[src/rtl/bwrs_pkg.sv]
// Package for the batched window retransmit sender.
// Beat payload types, opcode and kind codes, controller states, and the
// command/status structs between controller and datapath. No dependencies.
`timescale 1ns / 1ps

package bwrs_pkg;

  localparam int unsigned SEQ_W    = 32;
  localparam int unsigned TOTAL_W  = 24;
  localparam int unsigned ID_W     = 16;
  localparam int unsigned BR_W     = 6;
  localparam logic [BR_W-1:0] BR_MAX = 6'd63;
  localparam int unsigned MAX_RUN  = 32;
  localparam int unsigned RUN_W    = 6;

  localparam logic [TOTAL_W-1:0] TOTAL_RESET = 24'd1000000;
  localparam logic [ID_W-1:0]    CLIENT_RESET = 16'd0;

  // register index, taken from paddr[2]
  localparam logic REG_TOTAL  = 1'b0;
  localparam logic REG_CLIENT = 1'b1;

  typedef enum logic [1:0] {
    OP_SEND    = 2'd0,
    OP_ACK     = 2'd1,
    OP_TIMEOUT = 2'd2
  } op_e;

  typedef enum logic [1:0] {
    KIND_NONE = 2'd0,
    KIND_NEW  = 2'd1,
    KIND_RETX = 2'd2
  } kind_e;

  typedef enum logic [2:0] {
    ST_IDLE,
    ST_SEND,
    ST_CLOSE,
    ST_MARK,
    ST_ADV,
    ST_FIN,
    ST_RTX,
    ST_NOP
  } state_e;

  typedef struct packed {
    logic [1:0]       opcode;
    logic [SEQ_W-1:0] ack_seq;
  } in_item_t;

  typedef struct packed {
    kind_e            kind;
    logic [SEQ_W-1:0] seq;
    logic [ID_W-1:0]  sender_id;
    logic             last;
    logic             all_sent;
  } out_item_t;

  typedef struct packed {
    logic capture;
    logic do_send;
    logic do_close;
    logic do_mark;
    logic do_adv;
    logic do_fin;
    logic do_rtx;
    logic do_nop;
  } dp_cmd_t;

  typedef struct packed {
    logic out_free;
    logic adv_more;
    logic rtx_last;
  } dp_status_t;

endpackage

[src/rtl/bwrs_ctrl.sv]
// Controller state machine for the batched window retransmit sender.
// Sequences one input item at a time into datapath commands; uses bwrs_pkg.
`timescale 1ns / 1ps

module bwrs_ctrl
  import bwrs_pkg::*;
(
  input  logic       clk_i,
  input  logic       rst_ni,
  input  logic       in_valid_i,
  input  logic [1:0] in_opcode_i,
  input  dp_status_t status_i,
  output logic       in_stall_o,
  output dp_cmd_t    cmd_o
);

  state_e state_q, state_d;

  always_ff @(posedge clk_i or negedge rst_ni) begin
    if (!rst_ni) begin
      state_q <= ST_IDLE;
    end else begin
      state_q <= state_d;
    end
  end

  always_comb begin
    state_d    = state_q;
    cmd_o      = '0;
    in_stall_o = 1'b1;
    case (state_q)
      ST_IDLE: begin
        in_stall_o = 1'b0;
        if (in_valid_i) begin
          cmd_o.capture = 1'b1;
          case (in_opcode_i)
            OP_SEND:    state_d = ST_SEND;
            OP_ACK:     state_d = ST_MARK;
            OP_TIMEOUT: state_d = ST_RTX;
            default:    state_d = ST_NOP;
          endcase
        end
      end
      ST_SEND: begin
        cmd_o.do_send = 1'b1;
        state_d = ST_CLOSE;
      end
      ST_CLOSE: begin
        if (status_i.out_free) begin
          cmd_o.do_close = 1'b1;
          state_d = ST_IDLE;
        end
      end
      ST_MARK: begin
        cmd_o.do_mark = 1'b1;
        state_d = ST_ADV;
      end
      ST_ADV: begin
        // slide base one slot per cycle
        if (status_i.adv_more) begin
          cmd_o.do_adv = 1'b1;
        end else begin
          state_d = ST_FIN;
        end
      end
      ST_FIN: begin
        if (status_i.out_free) begin
          cmd_o.do_fin = 1'b1;
          state_d = ST_IDLE;
        end
      end
      ST_RTX: begin
        if (status_i.out_free) begin
          cmd_o.do_rtx = 1'b1;
          if (status_i.rtx_last) begin
            state_d = ST_IDLE;
          end
        end
      end
      ST_NOP: begin
        if (status_i.out_free) begin
          cmd_o.do_nop = 1'b1;
          state_d = ST_IDLE;
        end
      end
      default: begin
        state_d = ST_IDLE;
      end
    endcase
  end

endmodule

[src/rtl/bwrs_datapath.sv]
// Datapath for the batched window retransmit sender: window counters,
// ack ring, batch counters and the result output register. Uses bwrs_pkg.
`timescale 1ns / 1ps

module bwrs_datapath
  import bwrs_pkg::*;
#(
  parameter int unsigned WINDOW_DEPTH = 32
) (
  input  logic               clk_i,
  input  logic               rst_ni,
  input  logic [TOTAL_W-1:0] total_i,
  input  logic [ID_W-1:0]    client_i,
  input  in_item_t           in_item_i,
  input  dp_cmd_t            cmd_i,
  output dp_status_t         status_o,
  output logic               out_valid_o,
  output out_item_t          out_item_o,
  input  logic               out_stall_i
);

  localparam int unsigned SW  = (WINDOW_DEPTH > 1) ? $clog2(WINDOW_DEPTH) : 1;
  localparam int unsigned BSW = $clog2(WINDOW_DEPTH + 1);
  localparam int unsigned CW  = (BSW > BR_W) ? BSW : BR_W;
  localparam logic [SW-1:0] LAST_SLOT = SW'(WINDOW_DEPTH - 1);

  logic [SEQ_W-1:0]        base_q, base_d, next_q, next_d;
  logic [SW-1:0]           bslot_q, bslot_d, nslot_q, nslot_d;
  logic [WINDOW_DEPTH-1:0] ring_q, ring_d;
  logic [TOTAL_W-1:0]      sent_q, sent_d;
  logic [BSW-1:0]          bs_q, bs_d;
  logic [BR_W-1:0]         br_q, br_d;
  logic                    waiting_q, waiting_d;
  logic [RUN_W-1:0]        run_q, run_d;
  in_item_t                item_q, item_d;
  logic                    pend_new_q, pend_new_d;
  logic [SEQ_W-1:0]        pend_seq_q, pend_seq_d;
  logic                    out_valid_q, out_valid_d;
  out_item_t               out_q, out_d;

  logic [SEQ_W-1:0] span, diff;
  logic [SW:0]      slot_sum;
  logic [SW-1:0]    ack_slot;
  logic [RUN_W-1:0] span_sat;
  logic             can_send, rcv_met, rtx_last, push, push_last;
  kind_e            push_kind;
  logic [SEQ_W-1:0] push_seq;

  always_ff @(posedge clk_i or negedge rst_ni) begin
    if (!rst_ni) begin
      base_q      <= '0;
      next_q      <= '0;
      bslot_q     <= '0;
      nslot_q     <= '0;
      ring_q      <= '0;
      sent_q      <= '0;
      bs_q        <= '0;
      br_q        <= '0;
      waiting_q   <= 1'b0;
      run_q       <= '0;
      out_valid_q <= 1'b0;
    end else begin
      base_q      <= base_d;
      next_q      <= next_d;
      bslot_q     <= bslot_d;
      nslot_q     <= nslot_d;
      ring_q      <= ring_d;
      sent_q      <= sent_d;
      bs_q        <= bs_d;
      br_q        <= br_d;
      waiting_q   <= waiting_d;
      run_q       <= run_d;
      out_valid_q <= out_valid_d;
    end
  end

  always_ff @(posedge clk_i) begin
    item_q     <= item_d;
    pend_new_q <= pend_new_d;
    pend_seq_q <= pend_seq_d;
    out_q      <= out_d;
  end

  assign span     = next_q - base_q;
  assign diff     = item_q.ack_seq - base_q;
  assign can_send = (bs_q < BSW'(WINDOW_DEPTH)) && (sent_q < total_i) &&
                    (span < SEQ_W'(WINDOW_DEPTH));
  assign rcv_met  = CW'(br_q) >= CW'(bs_q);

  // diff < span <= depth, so one conditional subtract wraps the slot
  always_comb begin
    slot_sum = {1'b0, bslot_q} + {1'b0, diff[SW-1:0]};
    if (slot_sum >= (SW + 1)'(WINDOW_DEPTH)) begin
      slot_sum = slot_sum - (SW + 1)'(WINDOW_DEPTH);
    end
    ack_slot = slot_sum[SW-1:0];
  end

  assign span_sat = (span > SEQ_W'(MAX_RUN)) ? RUN_W'(MAX_RUN) : span[RUN_W-1:0];
  assign rtx_last = (span == '0) || (RUN_W'(run_q + 1'b1) == span_sat);

  assign status_o.out_free = !out_valid_q || !out_stall_i;
  assign status_o.adv_more = (base_q != next_q) && ring_q[bslot_q];
  assign status_o.rtx_last = rtx_last;

  always_comb begin
    base_d     = base_q;
    next_d     = next_q;
    bslot_d    = bslot_q;
    nslot_d    = nslot_q;
    ring_d     = ring_q;
    sent_d     = sent_q;
    bs_d       = bs_q;
    br_d       = br_q;
    waiting_d  = waiting_q;
    run_d      = run_q;
    item_d     = item_q;
    pend_new_d = pend_new_q;
    pend_seq_d = pend_seq_q;
    push       = 1'b0;
    push_kind  = KIND_NONE;
    push_seq   = '0;
    push_last  = 1'b1;

    if (cmd_i.capture) begin
      item_d = in_item_i;
      run_d  = '0;
    end

    if (cmd_i.do_send) begin
      if (!waiting_q && can_send) begin
        ring_d[nslot_q] = 1'b0;
        next_d     = next_q + 1'b1;
        nslot_d    = (nslot_q == LAST_SLOT) ? '0 : SW'(nslot_q + 1'b1);
        sent_d     = sent_q + 1'b1;
        bs_d       = bs_q + 1'b1;
        pend_new_d = 1'b1;
        pend_seq_d = next_q;
      end else begin
        pend_new_d = 1'b0;
      end
    end

    if (cmd_i.do_close) begin
      // close the batch when nothing more can go out; reopen at once if acked
      if (!waiting_q && (bs_q != '0) && !can_send) begin
        if (rcv_met) begin
          bs_d = '0;
          br_d = '0;
        end else begin
          waiting_d = 1'b1;
        end
      end
      push      = 1'b1;
      push_kind = pend_new_q ? KIND_NEW : KIND_NONE;
      push_seq  = pend_seq_q;
    end

    if (cmd_i.do_mark) begin
      if (diff < span) begin
        ring_d[ack_slot] = 1'b1;
      end
      if (br_q < BR_MAX) begin
        br_d = br_q + 1'b1;
      end
    end

    if (cmd_i.do_adv) begin
      base_d  = base_q + 1'b1;
      bslot_d = (bslot_q == LAST_SLOT) ? '0 : SW'(bslot_q + 1'b1);
    end

    if (cmd_i.do_fin) begin
      if (waiting_q && rcv_met) begin
        waiting_d = 1'b0;
        bs_d      = '0;
        br_d      = '0;
      end
      push = 1'b1;
    end

    if (cmd_i.do_rtx) begin
      push = 1'b1;
      if (span != '0) begin
        push_kind = KIND_RETX;
        push_seq  = base_q + SEQ_W'(run_q);
        push_last = rtx_last;
        run_d     = RUN_W'(run_q + 1'b1);
      end
    end

    if (cmd_i.do_nop) begin
      push = 1'b1;
    end
  end

  always_comb begin
    out_valid_d = out_valid_q;
    out_d       = out_q;
    if (push) begin
      out_valid_d        = 1'b1;
      out_d.kind         = push_kind;
      out_d.seq          = (push_kind == KIND_NONE) ? '0 : push_seq;
      out_d.sender_id    = (push_kind == KIND_NONE) ? '0 : client_i;
      out_d.last         = push_last;
      out_d.all_sent     = (sent_q >= total_i) && !waiting_d;
    end else if (!out_stall_i) begin
      out_valid_d = 1'b0;
    end
  end

  assign out_valid_o = out_valid_q;
  assign out_item_o  = out_q;

endmodule

[src/rtl/batched_window_retransmit_sender.sv]
// Top level of the batched window retransmit sender: APB-style register
// port, controller and datapath. Uses bwrs_pkg, bwrs_ctrl, bwrs_datapath.
//
// Usage:
//   Input beats (in_valid_i/in_stall_o, in_item_i) carry an opcode: send
//   opportunity, acknowledgement or retransmit timeout. Each beat yields one
//   or more result beats (out_valid_o/out_stall_i, out_item_o); the final
//   result of a beat has last set.
//   Items are handled one at a time; in_stall_o is high while one is in work.
//   Per item the controller steps through: send SEND then CLOSE; unknown
//   opcode NOP; ack MARK, one ADV step per slot the window base slides (up
//   to WINDOW_DEPTH), then FIN; timeout one RTX push per retransmitted
//   number (up to 32), one push when none is outstanding. The first result
//   is registered on CLOSE (send), NOP (unknown), RTX (timeout) or FIN (ack).
//   Results leave through a single output register; a held stall on the
//   output holds that register and the controller waits before the next push.
//   Registers: total_requests at 0x0, source_id at 0x4, to be written by the
//   user only while idle (unenforced). Reset clears window, ack ring, batch
//   counters, loads total_requests 1000000, source_id 0; no clearing pass.
`timescale 1ns / 1ps

module batched_window_retransmit_sender
  import bwrs_pkg::*;
#(
  parameter int unsigned WINDOW_DEPTH = 32
) (
  input  logic        clk_i,
  input  logic        rst_ni,
  input  logic        psel,
  input  logic        penable,
  input  logic        pwrite,
  input  logic [2:0]  paddr,
  input  logic [31:0] pwdata,
  output logic [31:0] prdata,
  output logic        pready,
  input  logic        in_valid_i,
  output logic        in_stall_o,
  input  in_item_t    in_item_i,
  output logic        out_valid_o,
  input  logic        out_stall_i,
  output out_item_t   out_item_o
);

  logic [TOTAL_W-1:0] total_q, total_d;
  logic [ID_W-1:0]    client_q, client_d;
  logic               wr_en;
  dp_cmd_t            cmd;
  dp_status_t         status;

  assign pready = 1'b1;
  assign wr_en  = psel && penable && pwrite && pready;

  always_comb begin
    total_d  = total_q;
    client_d = client_q;
    if (wr_en) begin
      case (paddr[2])
        REG_TOTAL:  total_d  = pwdata[TOTAL_W-1:0];
        REG_CLIENT: client_d = pwdata[ID_W-1:0];
        default:    total_d  = total_q;
      endcase
    end
  end

  always_ff @(posedge clk_i or negedge rst_ni) begin
    if (!rst_ni) begin
      total_q  <= TOTAL_RESET;
      client_q <= CLIENT_RESET;
    end else begin
      total_q  <= total_d;
      client_q <= client_d;
    end
  end

  always_comb begin
    case (paddr[2])
      REG_TOTAL:  prdata = {{(32 - TOTAL_W){1'b0}}, total_q};
      REG_CLIENT: prdata = {{(32 - ID_W){1'b0}}, client_q};
      default:    prdata = '0;
    endcase
  end

  bwrs_ctrl u_ctrl (
    .clk_i       (clk_i),
    .rst_ni      (rst_ni),
    .in_valid_i  (in_valid_i),
    .in_opcode_i (in_item_i.opcode),
    .status_i    (status),
    .in_stall_o  (in_stall_o),
    .cmd_o       (cmd)
  );

  bwrs_datapath #(
    .WINDOW_DEPTH (WINDOW_DEPTH)
  ) u_datapath (
    .clk_i       (clk_i),
    .rst_ni      (rst_ni),
    .total_i     (total_q),
    .client_i    (client_q),
    .in_item_i   (in_item_i),
    .cmd_i       (cmd),
    .status_o    (status),
    .out_valid_o (out_valid_o),
    .out_item_o  (out_item_o),
    .out_stall_i (out_stall_i)
  );

endmodule

[config.mk]
export PLATFORM = sky130hd
export DESIGN_NAME = batched_window_retransmit_sender
export DESIGN_NICKNAME = d
export VERILOG_FILES = /design/src/rtl/bwrs_pkg.sv /design/src/rtl/bwrs_ctrl.sv /design/src/rtl/bwrs_datapath.sv /design/src/rtl/batched_window_retransmit_sender.sv
export SDC_FILE = /design/constraint.sdc
export NUM_CORES = 1
export LEC_CHECK = 0
export ABC_AREA = 1
export BUFFER_PORTS_ARGS = -buffer_cell sky130_fd_sc_hd__buf_2
export CAP_MARGIN = 20
export CORE_MARGIN = 1.5
export CORE_UTILIZATION = 57
export CTS_BUF_LIST = sky130_fd_sc_hd__clkbuf_16
export DETAILED_ROUTE_END_ITERATION = 6
export PLACE_DENSITY_LB_ADDON = 0.12
export SLEW_MARGIN = 20
export SYNTH_ARGS = -nofsm -noshare
export SYNTH_HDL_FRONTEND = slang
export SYNTH_HIERARCHICAL = 1
export SYNTH_SLANG_ARGS = --single-unit
[constraint.sdc]
create_clock -name clk_i -period 5.3 [get_ports clk_i]
set_clock_uncertainty 0.15 [all_clocks]
set_input_delay 0.53 -clock clk_i [delete_from_list [all_inputs] [get_ports clk_i]]
set_output_delay 0.53 -clock clk_i [all_outputs]
set_load 0.05 [all_outputs]
# After elaboration in Yosys (flattened, before gate mapping)

Index checks and enable logic that the tools add are counted.

Add/subtract/negate cells: 13
Reductions and logical operators: 31
Bitwise logic cells: 4
Muxes and demuxes: 70
Order comparisons: 14
Equal/unequal tests: 19

Operators with widths:

| cell                                                 | number |
|---|---|
| two-way mux 32 bit                                   | 7 |
| two-way mux 6 bit                                    | 18 |
| adder 32 x 1 -> 32 bit (second input constant)       | 2 |
| case mux 32 bit (2 select lines)                     | 1 |
| subtractor 32 bit                                    | 2 |
| adder 32 x 6 -> 32 bit                               | 1 |
| AND 32 bit                                           | 1 |
| > comparator 32 x 6 -> 1 bit (second input constant) | 1 |
| logical NOT 32 bit                                   | 1 |
| < comparator 32 bit                                  | 1 |
| < comparator 32 x 6 -> 1 bit (second input constant) | 1 |
| inequality test 32 bit                               | 1 |
| inverter 32 bit                                      | 1 |
| OR 32 bit                                            | 1 |
| nonzero test 32 bit                                  | 1 |
| two-way mux 1 bit                                    | 28 |
| adder 24 x 1 -> 24 bit (second input constant)       | 1 |
| >= comparator 24 bit                                 | 1 |
| < comparator 24 bit                                  | 1 |
| adder 6 x 1 -> 6 bit (second input constant)         | 3 |
| < comparator 5 x 6 -> 1 bit (second input constant)  | 3 |
| case mux 3 bit (6 select lines)                      | 1 |
| two-way mux 3 bit                                    | 5 |
| two-way mux 5 bit                                    | 3 |
| other kinds (30)                                     | 65 |

Register bits: 310
Output and inout port bits: 87
Word-level logic and storage cells: 173
Bits of input ports: 76

# Depth between registers and ports, before layout

Gate-level depths: netlist of run 1.

Depth in word-level cells: 11
Depth in mapped cells: 32
Gate-level depth less buffers: 30

# Modules after synthesis

Netlist of run 1, hierarchy kept.

By module, submodules not included:

| module                           | sequential area each (sq um) | area an instance (sq um) | cells each | times used |
|---|---|---|---|---|
| bwrs_datapath                    | 7267.0                       | 19334.8                  | 2588       | 1 |
| batched_window_retransmit_sender | 1009.7                       | 1933.1                   | 257        | 1 |
| bwrs_ctrl                        | 75.1                         | 357.8                    | 55         | 1 |

# Worst setup path after synthesis of run 1

No wires, ideal clock.

Path type: flip-flop to flip-flop
From: register u_datapath.bslot_q[0]
To: register u_datapath.base_q[31]
Data arrival time: 3.574 ns
Stages on the path, launching flop included: 22
Path buffers: 2
Setup slack: 1.454 ns
Clock period less this slack: 3.846 ns
Data required time: 5.028 ns
Setup time: 0.122 ns
Path through: dfrtp_1 -> clkbuf_1 -> clkinv_1 -> clkbuf_1 -> a21oi_1 -> o311ai_0 -> nand3_1 -> a21oi_1 -> nand3_2 -> inv_1 -> nand4_1 -> nor3_1 -> nand3_1 -> nor3_1 -> nand3_1 -> nor2_1 -> nand2_1 -> nor3_1 -> nand4_1 -> nor2_1 -> nand2_1 -> xor2_1

RTL lines:

| element                | line                | RTL |
|---|---|---|
| from (decl)            | bwrs_datapath.sv:28 | `logic [SW-1:0] bslot_q, bslot_d, nslot_q, nslot_d;` |
| from (signal assigned) | bwrs_datapath.sv:65 | `bslot_q <= bslot_d;` |
| to (signal assigned)   | bwrs_datapath.sv:63 | `base_q <= base_d;` |
| to (decl)              | bwrs_datapath.sv:27 | `logic [SEQ_W-1:0] base_q, base_d, next_q, next_d;` |

# Worst setup path in the final report of run 1

From: register u_datapath.next_q[0]
To: register u_datapath.next_q[6]

Cells in the longest elaborated chain, start to end: 5
Elaborated cells between the ends (all ways): 6
Classes of those cells: 2 x add/sub; 1 x order compare; 3 x reduce/logical

Ends and longest elaborated chain:

| element                              | line                 | RTL |
|---|---|---|
| from (decl)                          | bwrs_datapath.sv:27  |  |
| from (signal assigned)               | bwrs_datapath.sv:64  | `next_q <= next_d;` |
| subtractor 32 bit                    | bwrs_datapath.sv:84  | `assign span = next_q - base_q;` |
| < comparator 32 x 6 -> 1 bit         | bwrs_datapath.sv:87  | `(span < SEQ_W'(WINDOW_DEPTH));` |
| logical AND 1 bit                    | bwrs_datapath.sv:86  | `assign can_send = (bs_q < BSW'(WINDOW_DEPTH)) && (sent_q < total_i) &&` |
| logical AND 1 bit                    | bwrs_datapath.sv:131 | `if (!waiting_q && can_send) begin` |
| AND reduction 2 bit (no source line) | --                   |  |

Several ways; a longest one is shown, not always the timed one.
A chain may end at the register's enable or synchronous reset.

==> results by group, run 1 <==
Outcome
  – Status: finished, violations left
  – Failing checks: hold timing

Power
  – Clk network pwr share: 0.223
  – Combinational share of power: 0.468
  – Pwr Density: 457.7 mW/mm²
  – Max IR drop VDD: 288.3 µV
  – Sw Ratio: 0.4656
  – Static Leakage: 11.94 nW
  – Cell internal pwr: 0.005952 W
  – Sequential Power Share: 0.309
  – P_sw: 0.005186 W

Timing
  – Final hold violation count: 2
  – Setup TNS: 0 ns
  – Max Slew Vio Count: 0
  – Setup violators final: 0
  – RSZ-0062 raised after global routing: false
  – Fin Hold WS: -0.004681 ns
  – Worst-Margin Slew: between 1 and 1.5 ns
  – Final Critical Period: 4.780 ns
  – Fmax: 209.2 MHz
  – Max-slew headroom: 0.3328
  – Period utilisation layout: 0.9019

Worst setup path
  – CP max FO: 49
  – Critical path's largest stage delay: 0.47 ns
  – Worst EP arrival: 5.08 ns
  – Critical-path cell list: inv_1, ha_1, inv_1, fa_1, nand3_1, nand3_1, nand2_1, nand3_1, xnor2_1, nand2_1, nor2_1, nand3_1, nor3_4, nand3_4, nor2_8, buf_4, o21ai_0, o21ai_0
  – Crit-path most repeated cell: nand3_1
  – Critical Path RT: roughly 5.6 ns
  – Worst R2R Path Depth: 18
  – Crit end category: flip-flop
  – Startpoint types: flip-flop
  – Crit-path slowest cell: buf_4
  – Setup CP Type: reg2reg

GRT
  – Pin count of the biggest net entering global routing: roughly 120
  – Vias in the first global route: 19040
  – Tot GR Track Use: 0.3320
  – Initial antenna violation count: 0
  – First-pass GRT wire length: a little over 100000 µm
  – GRT overflow: 0

Clock network
  – Clock Tree Buf Depth: 3
  – Root Buffer: clkbuf_16
  – Number of CTS-inserted buffers: 37
  – CTS Sinks: slightly above 300
  – Clock-pin slew on the worst setup and hold paths: 0.06 ns
  – Skew-Pair Late Insertion Delay: 0.57 ns
  – H-Tree Depth: 2
  – CTS tree: done

Drt
  – Vias per cell: about 5.5
  – WL final: 64060 µm
  – Vias: 20030
  – Drt first pass iters: 6
  – Initial drt markers: 1565
  – Avg WL per Cell: 17.74 µm
  – Final ANT Viol Nets: 0
  – DR DRC count: 0

Placement
  – DP Cell Count: 3515
  – Hpwl dp: 48440 µm
  – DP Area: 0.02287 mm²
  – GPL Wtd Cong: 1.000
  – Port Buffers: around 140

Logic synthesis
  – Post-synthesis async set-or-reset flop share: 0.6226
  – Sequential share of the synthesized area: 0.3862
  – Synth unique cells: 59
  – Post-Syn Area: 0.02163 mm²
  – Primary FF master, synth: dfrtp_1
  – Top post-synthesis cells by area: dfrtp_1 22%, edfxtp_1 16%, nand2_1 16%
  – Number of synthesis warnings: 6
  – Synth area leader: dfrtp_1
  – Post-synth EDFFs: 117
  – Synth Register Bits: 310
  – Yosys top cell area share: 0.2152
  – Cells after Synth: just under 3000
  – Synth Area per Inst: between 7 and 8 µm²

Layout
  – Final Non-Filler Cells: approximately 3600
  – Most frequent cells in the layout: 911 x nand2_1, 382 x inv_1, 208 x nor2_1
  – Final Core Density: 0.6491
  – Area Growth Syn to Fin: 12.52%
  – Fin area: 0.02433 mm²
  – Commonest non-fill, non-tap cell in the layout: nand2_1
  – Layout cells sized above 1: 0.09610
  – Fin nets: 3298
  – Number of antenna diodes: 0
  – Fillers: 3408
  – Register area: 0.008352 mm²
  – Area taken by multi-input logic gates: 0.01146 mm²

Floorplanning
  – IO Pins: 163
  – Core ar.: 0.03749 mm²
  – Initial core utilization: 0.5769
  – Die X: 197.8 µm
  – Site row count: between 70 and 80
  – Die Span Y: 197.8 µm
  – Full die area: 0.03912 mm²

Job
  – Max cap viols: 0

Min path
  – Hold Crit Class: in2async
==> critical path, delay by kind of cell, from the launching register on <==
| family | cells | cell delay, ns |
|---|---|---|
| compound gates | 2 | 0.26 |
| xor+xnor | 1 | 0.39 |
| fa+ha+maj | 2 | 0.65 |
| buf+inv | 3 | 0.78 |
| flops | 1 | 0.42 |
| simple gates | 10 | 1.99 |
==> power by group through the flow <==
stage / registers (W) / logic (W) / clock network [W]
after floorplan: 0.00405 / 0.00316 / 0
after global placement: 0.00346 / 0.00498 / 0
after detailed placement: 0.00347 / 0.00511 / 0
after CTS: 0.00343 / 0.00516 / 0.00252
after global routing: 0.00349 / 0.00570 / 0.00262
final: 0.00344 / 0.00521 / 0.00249
==> path summary, 6_finish.rpt <==
path / start / to / slack, ns
worst max-delay path: u_datapath/next_q[0] / u_datapath/next_q[6] / 0.52
worst min-delay path: rst_ni / u_datapath/next_q[13] / -0.005
worst max register to register: u_datapath/next_q[0] / u_datapath/next_q[6] / 0.52
worst min register to register: total_q[18] / total_q[18] / 0.32
max in group asynchronous: rst_ni / u_datapath/base_q[10] / 3.99
min in group clk_i: in_item_i[4] / u_datapath/item_q[4] / 0.03
==> routing by layer <==
| layer | part of all wire | vias up | global-route usage |
|---|---|---|---|
| met2 | 0.47 | 768 | 0.5493 |
| li1 | - | 9764 | - |
| met4 | 0.049 | 0 | 0.1600 |
| met3 | 0.067 | 144 | 0.04054 |
| met1 | 0.42 | 9352 | 0.4330 |
| met5 | 0 | - | 0 |
==> per-stage QoR <==
stage	setup WS (ns)	power, W	hold WS [ns]
after CTS	0.6309	0.01112	0.004362
final	0.5197	0.01114	-0.004681
after detailed placement	0.6631	0.008585	0.3163
after floorplan	1.454	0.007207	0.08441
after global placement	0.7799	0.008434	0.3059
after global routing	0.1868	0.01180	0.007088
==> cell families (layout without fill, tap and decap cells) <==
family	after synthesis	after routing	share of synthesized area
xor gates and xnor gates	144	144	0.05832
buffers and inverters	464	658	0.08644
DFF	310	310	0.3862
AOI/OAI and AO/OA	297	297	0.07597
other	2	9	0.0003473
and+or+nand+nor	1533	1533	0.3046
adders and majority gates	150	150	0.08817
==> sequential cells by signal, summed over array words and instances, names as in the netlist, 3 cells and up <==
signal,flops
client_q,16
u_ctrl/state_q,3
u_datapath/ring_q,32
u_datapath/sent_q,24
u_datapath/br_q,6
u_datapath/run_q,6
u_datapath/item_q,32
u_datapath/next_q,32
total_q,24
u_datapath/bslot_q,5
u_datapath/nslot_q,5
u_datapath/pend_seq_q,32
u_datapath/out_item_o,52
u_datapath/bs_q,6
u_datapath/base_q,32
==> cell type report <==
type                       instances  share of cell area
clock buffer                      37             0.03805
clock inverter                    31             0.01034
inverter                         395             0.06093
multi-input combinational       2133              0.4708
sequential                       310              0.3432
tap                              511             0.02628
timing repair buffer             195             0.05034
==> timing repair <==
action,4_1_cts,5_1_grt
hold buffers,29,0
endpoints found under the hold margin,29,0
setup buffers,0,0
gates resized for setup,0,0
==> cells in the mapped netlist (13+ instances only) <==
master	number
xnor2_1	35
xor2_1	109
ha_1	146
dfrtp_1	186
edfxtp_1	117
nand2_2	13
buf_2	24
nor3_1	75
clkbuf_1	17
a21oi_1	124
buf_4	16
nor4_1	23
o21ai_0	89
inv_1	377
nand2_1	911
nand3_1	179
inv_2	15
nand4_1	75
nor2_1	210
o21ai_1	35
Note: power is estimated with default switching activity, not from simulation.
==> run 2, diff against run 1 <==
==> constraint.sdc (replaced) <==
create_clock -name clk_i -period 5.3 [get_ports clk_i]
set_clock_uncertainty 0.15 [all_clocks]
set_input_delay 1.06 -clock clk_i [delete_from_list [all_inputs] [get_ports clk_i]]
set_output_delay 1.06 -clock clk_i [all_outputs]
set_load 0.05 [all_outputs]
==> run 2 against run 1 <==
  * The run now ends clean
  * Final cell count is 0.72% lower
  * First-iteration DRC count is 6.3% lower
  * Global-route usage is 0.057 points lower
  * Critical path type unchanged
==> results by group, run 2 (synthesis gave the netlist of run 1 again) <==
Timing
  – Fin Hold WS: 0.3237 ns
  – Setup TNS: 0 ns
  – Final Critical Period: ~4.8 ns
  – Period utilisation layout: 0.8963
  – Worst-Margin Slew: 1.119 ns
  – Max Slew Vio Count: 0
  – Max-slew headroom: 0.2483
  – Final hold violation count: 0
  – RSZ-0062 raised after global routing: false
  – Fmax: 210.5 MHz
  – Setup violators final: 0

Layout
  – Register area: 0.008352 mm²
  – Fillers: 3452
  – Commonest non-fill, non-tap cell in the layout: nand2_1
  – Most frequent cells in the layout: 911 x nand2_1, 381 x inv_1, 208 x nor2_1
  – Fin nets: 3275
  – Area Growth Syn to Fin: 11.49%
  – Layout cells sized above 1: 0.09886
  – Number of antenna diodes: 0
  – Area taken by multi-input logic gates: approximately 0.011 mm²
  – Max reg flops: 52

Floorplanning
  – Core ar.: 0.03749 mm²
  – Full die area: 0.03912 mm²
  – Die Span Y: 197.8 µm
  – Die X: 197.8 µm
  – Site row count: 71
  – IO Pins: 163
  – Initial core utilization: 0.5769

Clock network
  – H-Tree Depth: 2
  – Total setup buffers inserted after CTS: 0
  – Clock Tree Buf Depth: 3
  – Skew-Pair Late Insertion Delay: 0.57 ns
  – CTS tree: done
  – Root Buffer: clkbuf_16
  – Clock-pin slew on the worst setup and hold paths: 0.06 ns
  – Post_cts resized: 0
  – CTS Sinks: 310
  – Number of CTS-inserted buffers: 36
  – CTS Hold Bufs: 0

Power
  – Pwr Density: 464.9 mW/mm²
  – P_sw: 0.005188 W
  – Combinational share of power: 0.468
  – Cell internal pwr: 0.006020 W
  – Static Leakage: 11.85 nW
  – Sequential Power Share: 0.305
  – Max IR drop VDD: 408.3 µV
  – Pwr Total: around 0.011 W
  – Clk network pwr share: 0.227
  – Sw Ratio: 0.4629

Worst setup path
  – Crit path from: u_datapath/bslot_q[0]
  – CP max FO: 18
  – FF-to-FF setup slack: 0.55 ns
  – Reg2reg end: u_datapath/base_q[31]
  – CP Capture Point: u_datapath/base_q[31]
  – Startpoint types: flip-flop
  – Setup CP Type: reg2reg
  – Worst reg2reg startpoint: u_datapath/bslot_q[0]
  – Critical Path RT: 5.59 ns
  – Worst R2R Path Depth: 23
  – Worst EP arrival: 5.04 ns
  – Crit end category: flip-flop

Drt
  – Drt first pass iters: 5
  – Vias per cell: roughly 5.5
  – Avg WL per Cell: about 18 µm
  – Vias: between 15000 and 20000
  – Final ANT Viol Nets: 0
  – Initial drt markers: roughly 1500
  – DR DRC count: 0
  – WL final: between 60000 and 70000 µm

Outcome
  – Status: finished, final reports clean

GRT
  – Top Usage Layer GRT: met2
  – Pin count of the biggest net entering global routing: 95
  – Initial antenna violation count: 0
  – Vias in the first global route: 18800
  – Tot GR Track Use: 0.3314
  – First-pass GRT wire length: 100400 µm
  – M1 GR Usage: 0.4340
  – Met3 Use GR: 0.04667
  – GRT overflow: 0
  – Met2 Use GR: 0.5522

Placement
  – Port Buffers: 143
  – Hpwl dp: 49120 µm
  – GPL Wtd Cong: 1.026

Min path
  – Hold Crit Depth: 2
  – Hold Crit Class: reg2reg

Job
  – Max cap viols: 0
## run 2: power by group through the flow
stage	combinational (W)	sequential, W	clock, W
global placement	0.00504	0.00344	0
CTS	0.00519	0.00341	0.00258
global route	0.00574	0.00347	0.00268
finish	0.00525	0.00342	0.00254
detailed placement	0.00516	0.00345	0
floorplan	0.00316	0.00405	0
## run 2: worst min-delay path by stage
stage                     slack [ns]                     to             startpoint
final                           0.32            total_q[19]            total_q[19]
after CTS                       0.33  u_datapath/ring_q[27]  u_datapath/ring_q[27]
after floorplan                 0.29   u_datapath/ring_q[3]   u_datapath/ring_q[3]
after detailed placement        0.31  u_datapath/ring_q[27]  u_datapath/ring_q[27]
after global placement          0.31   u_datapath/ring_q[7]   u_datapath/ring_q[7]
after global routing            0.35            total_q[17]            total_q[17]
## run 2: final cells by class
cell class              count  share of cell area
multi-input cells        2133              0.4752
flip-flops and latches    310              0.3464
inverters                 395             0.06149
repair buffers            173             0.04146
clock buffers              37             0.03840
well taps                 511             0.02652
clock inverters            27             0.01053
## run 2: critical path, cell delays in order (launching register included)
cell and delay [ns]:
dfrtp_1 0.52, clkinv_1 0.37, nand2_1 0.09, a32o_1 0.24
nand2_1 0.05, o21ai_0 0.14, a21oi_1 0.26, nand2_1 0.08
a21oi_1 0.19, nand3_2 0.15, inv_1 0.24, nand4_1 0.19
nor3_1 0.17, buf_4 0.16, nand3_1 0.14, nor3_1 0.31
nand3_1 0.16, nor2_1 0.12, nand2_1 0.09, nor3_1 0.17
nand4_1 0.17, nor2_1 0.22, nand2_1 0.09, xor2_1 0.15
## run 2: through the flow
| step | util | cells | cell area (µm²) | worst slack, ns |
|---|---|---|---|---|
| floorplan | - | 2907 | 21650 | 1.454 |
| global placement | 0.6114 | 3522 | 22920 | 0.7320 |
| detailed placement | 0.6115 | 3522 | 22930 | 0.6586 |
| CTS | 0.6430 | 3586 | 24110 | 0.6304 |
| global route | 0.6431 | 3586 | 24110 | 0.1967 |
| finish | 0.6431 | 3586 | 24110 | 0.5497 |
## run 2: layer usage
metal | share of wire | vias to the layer above
met1 | 0.43 | 9254
met5 | 0 | -
met4 | 0.043 | 0
met3 | 0.063 | 146
met2 | 0.47 | 695
li1 | - | 9743
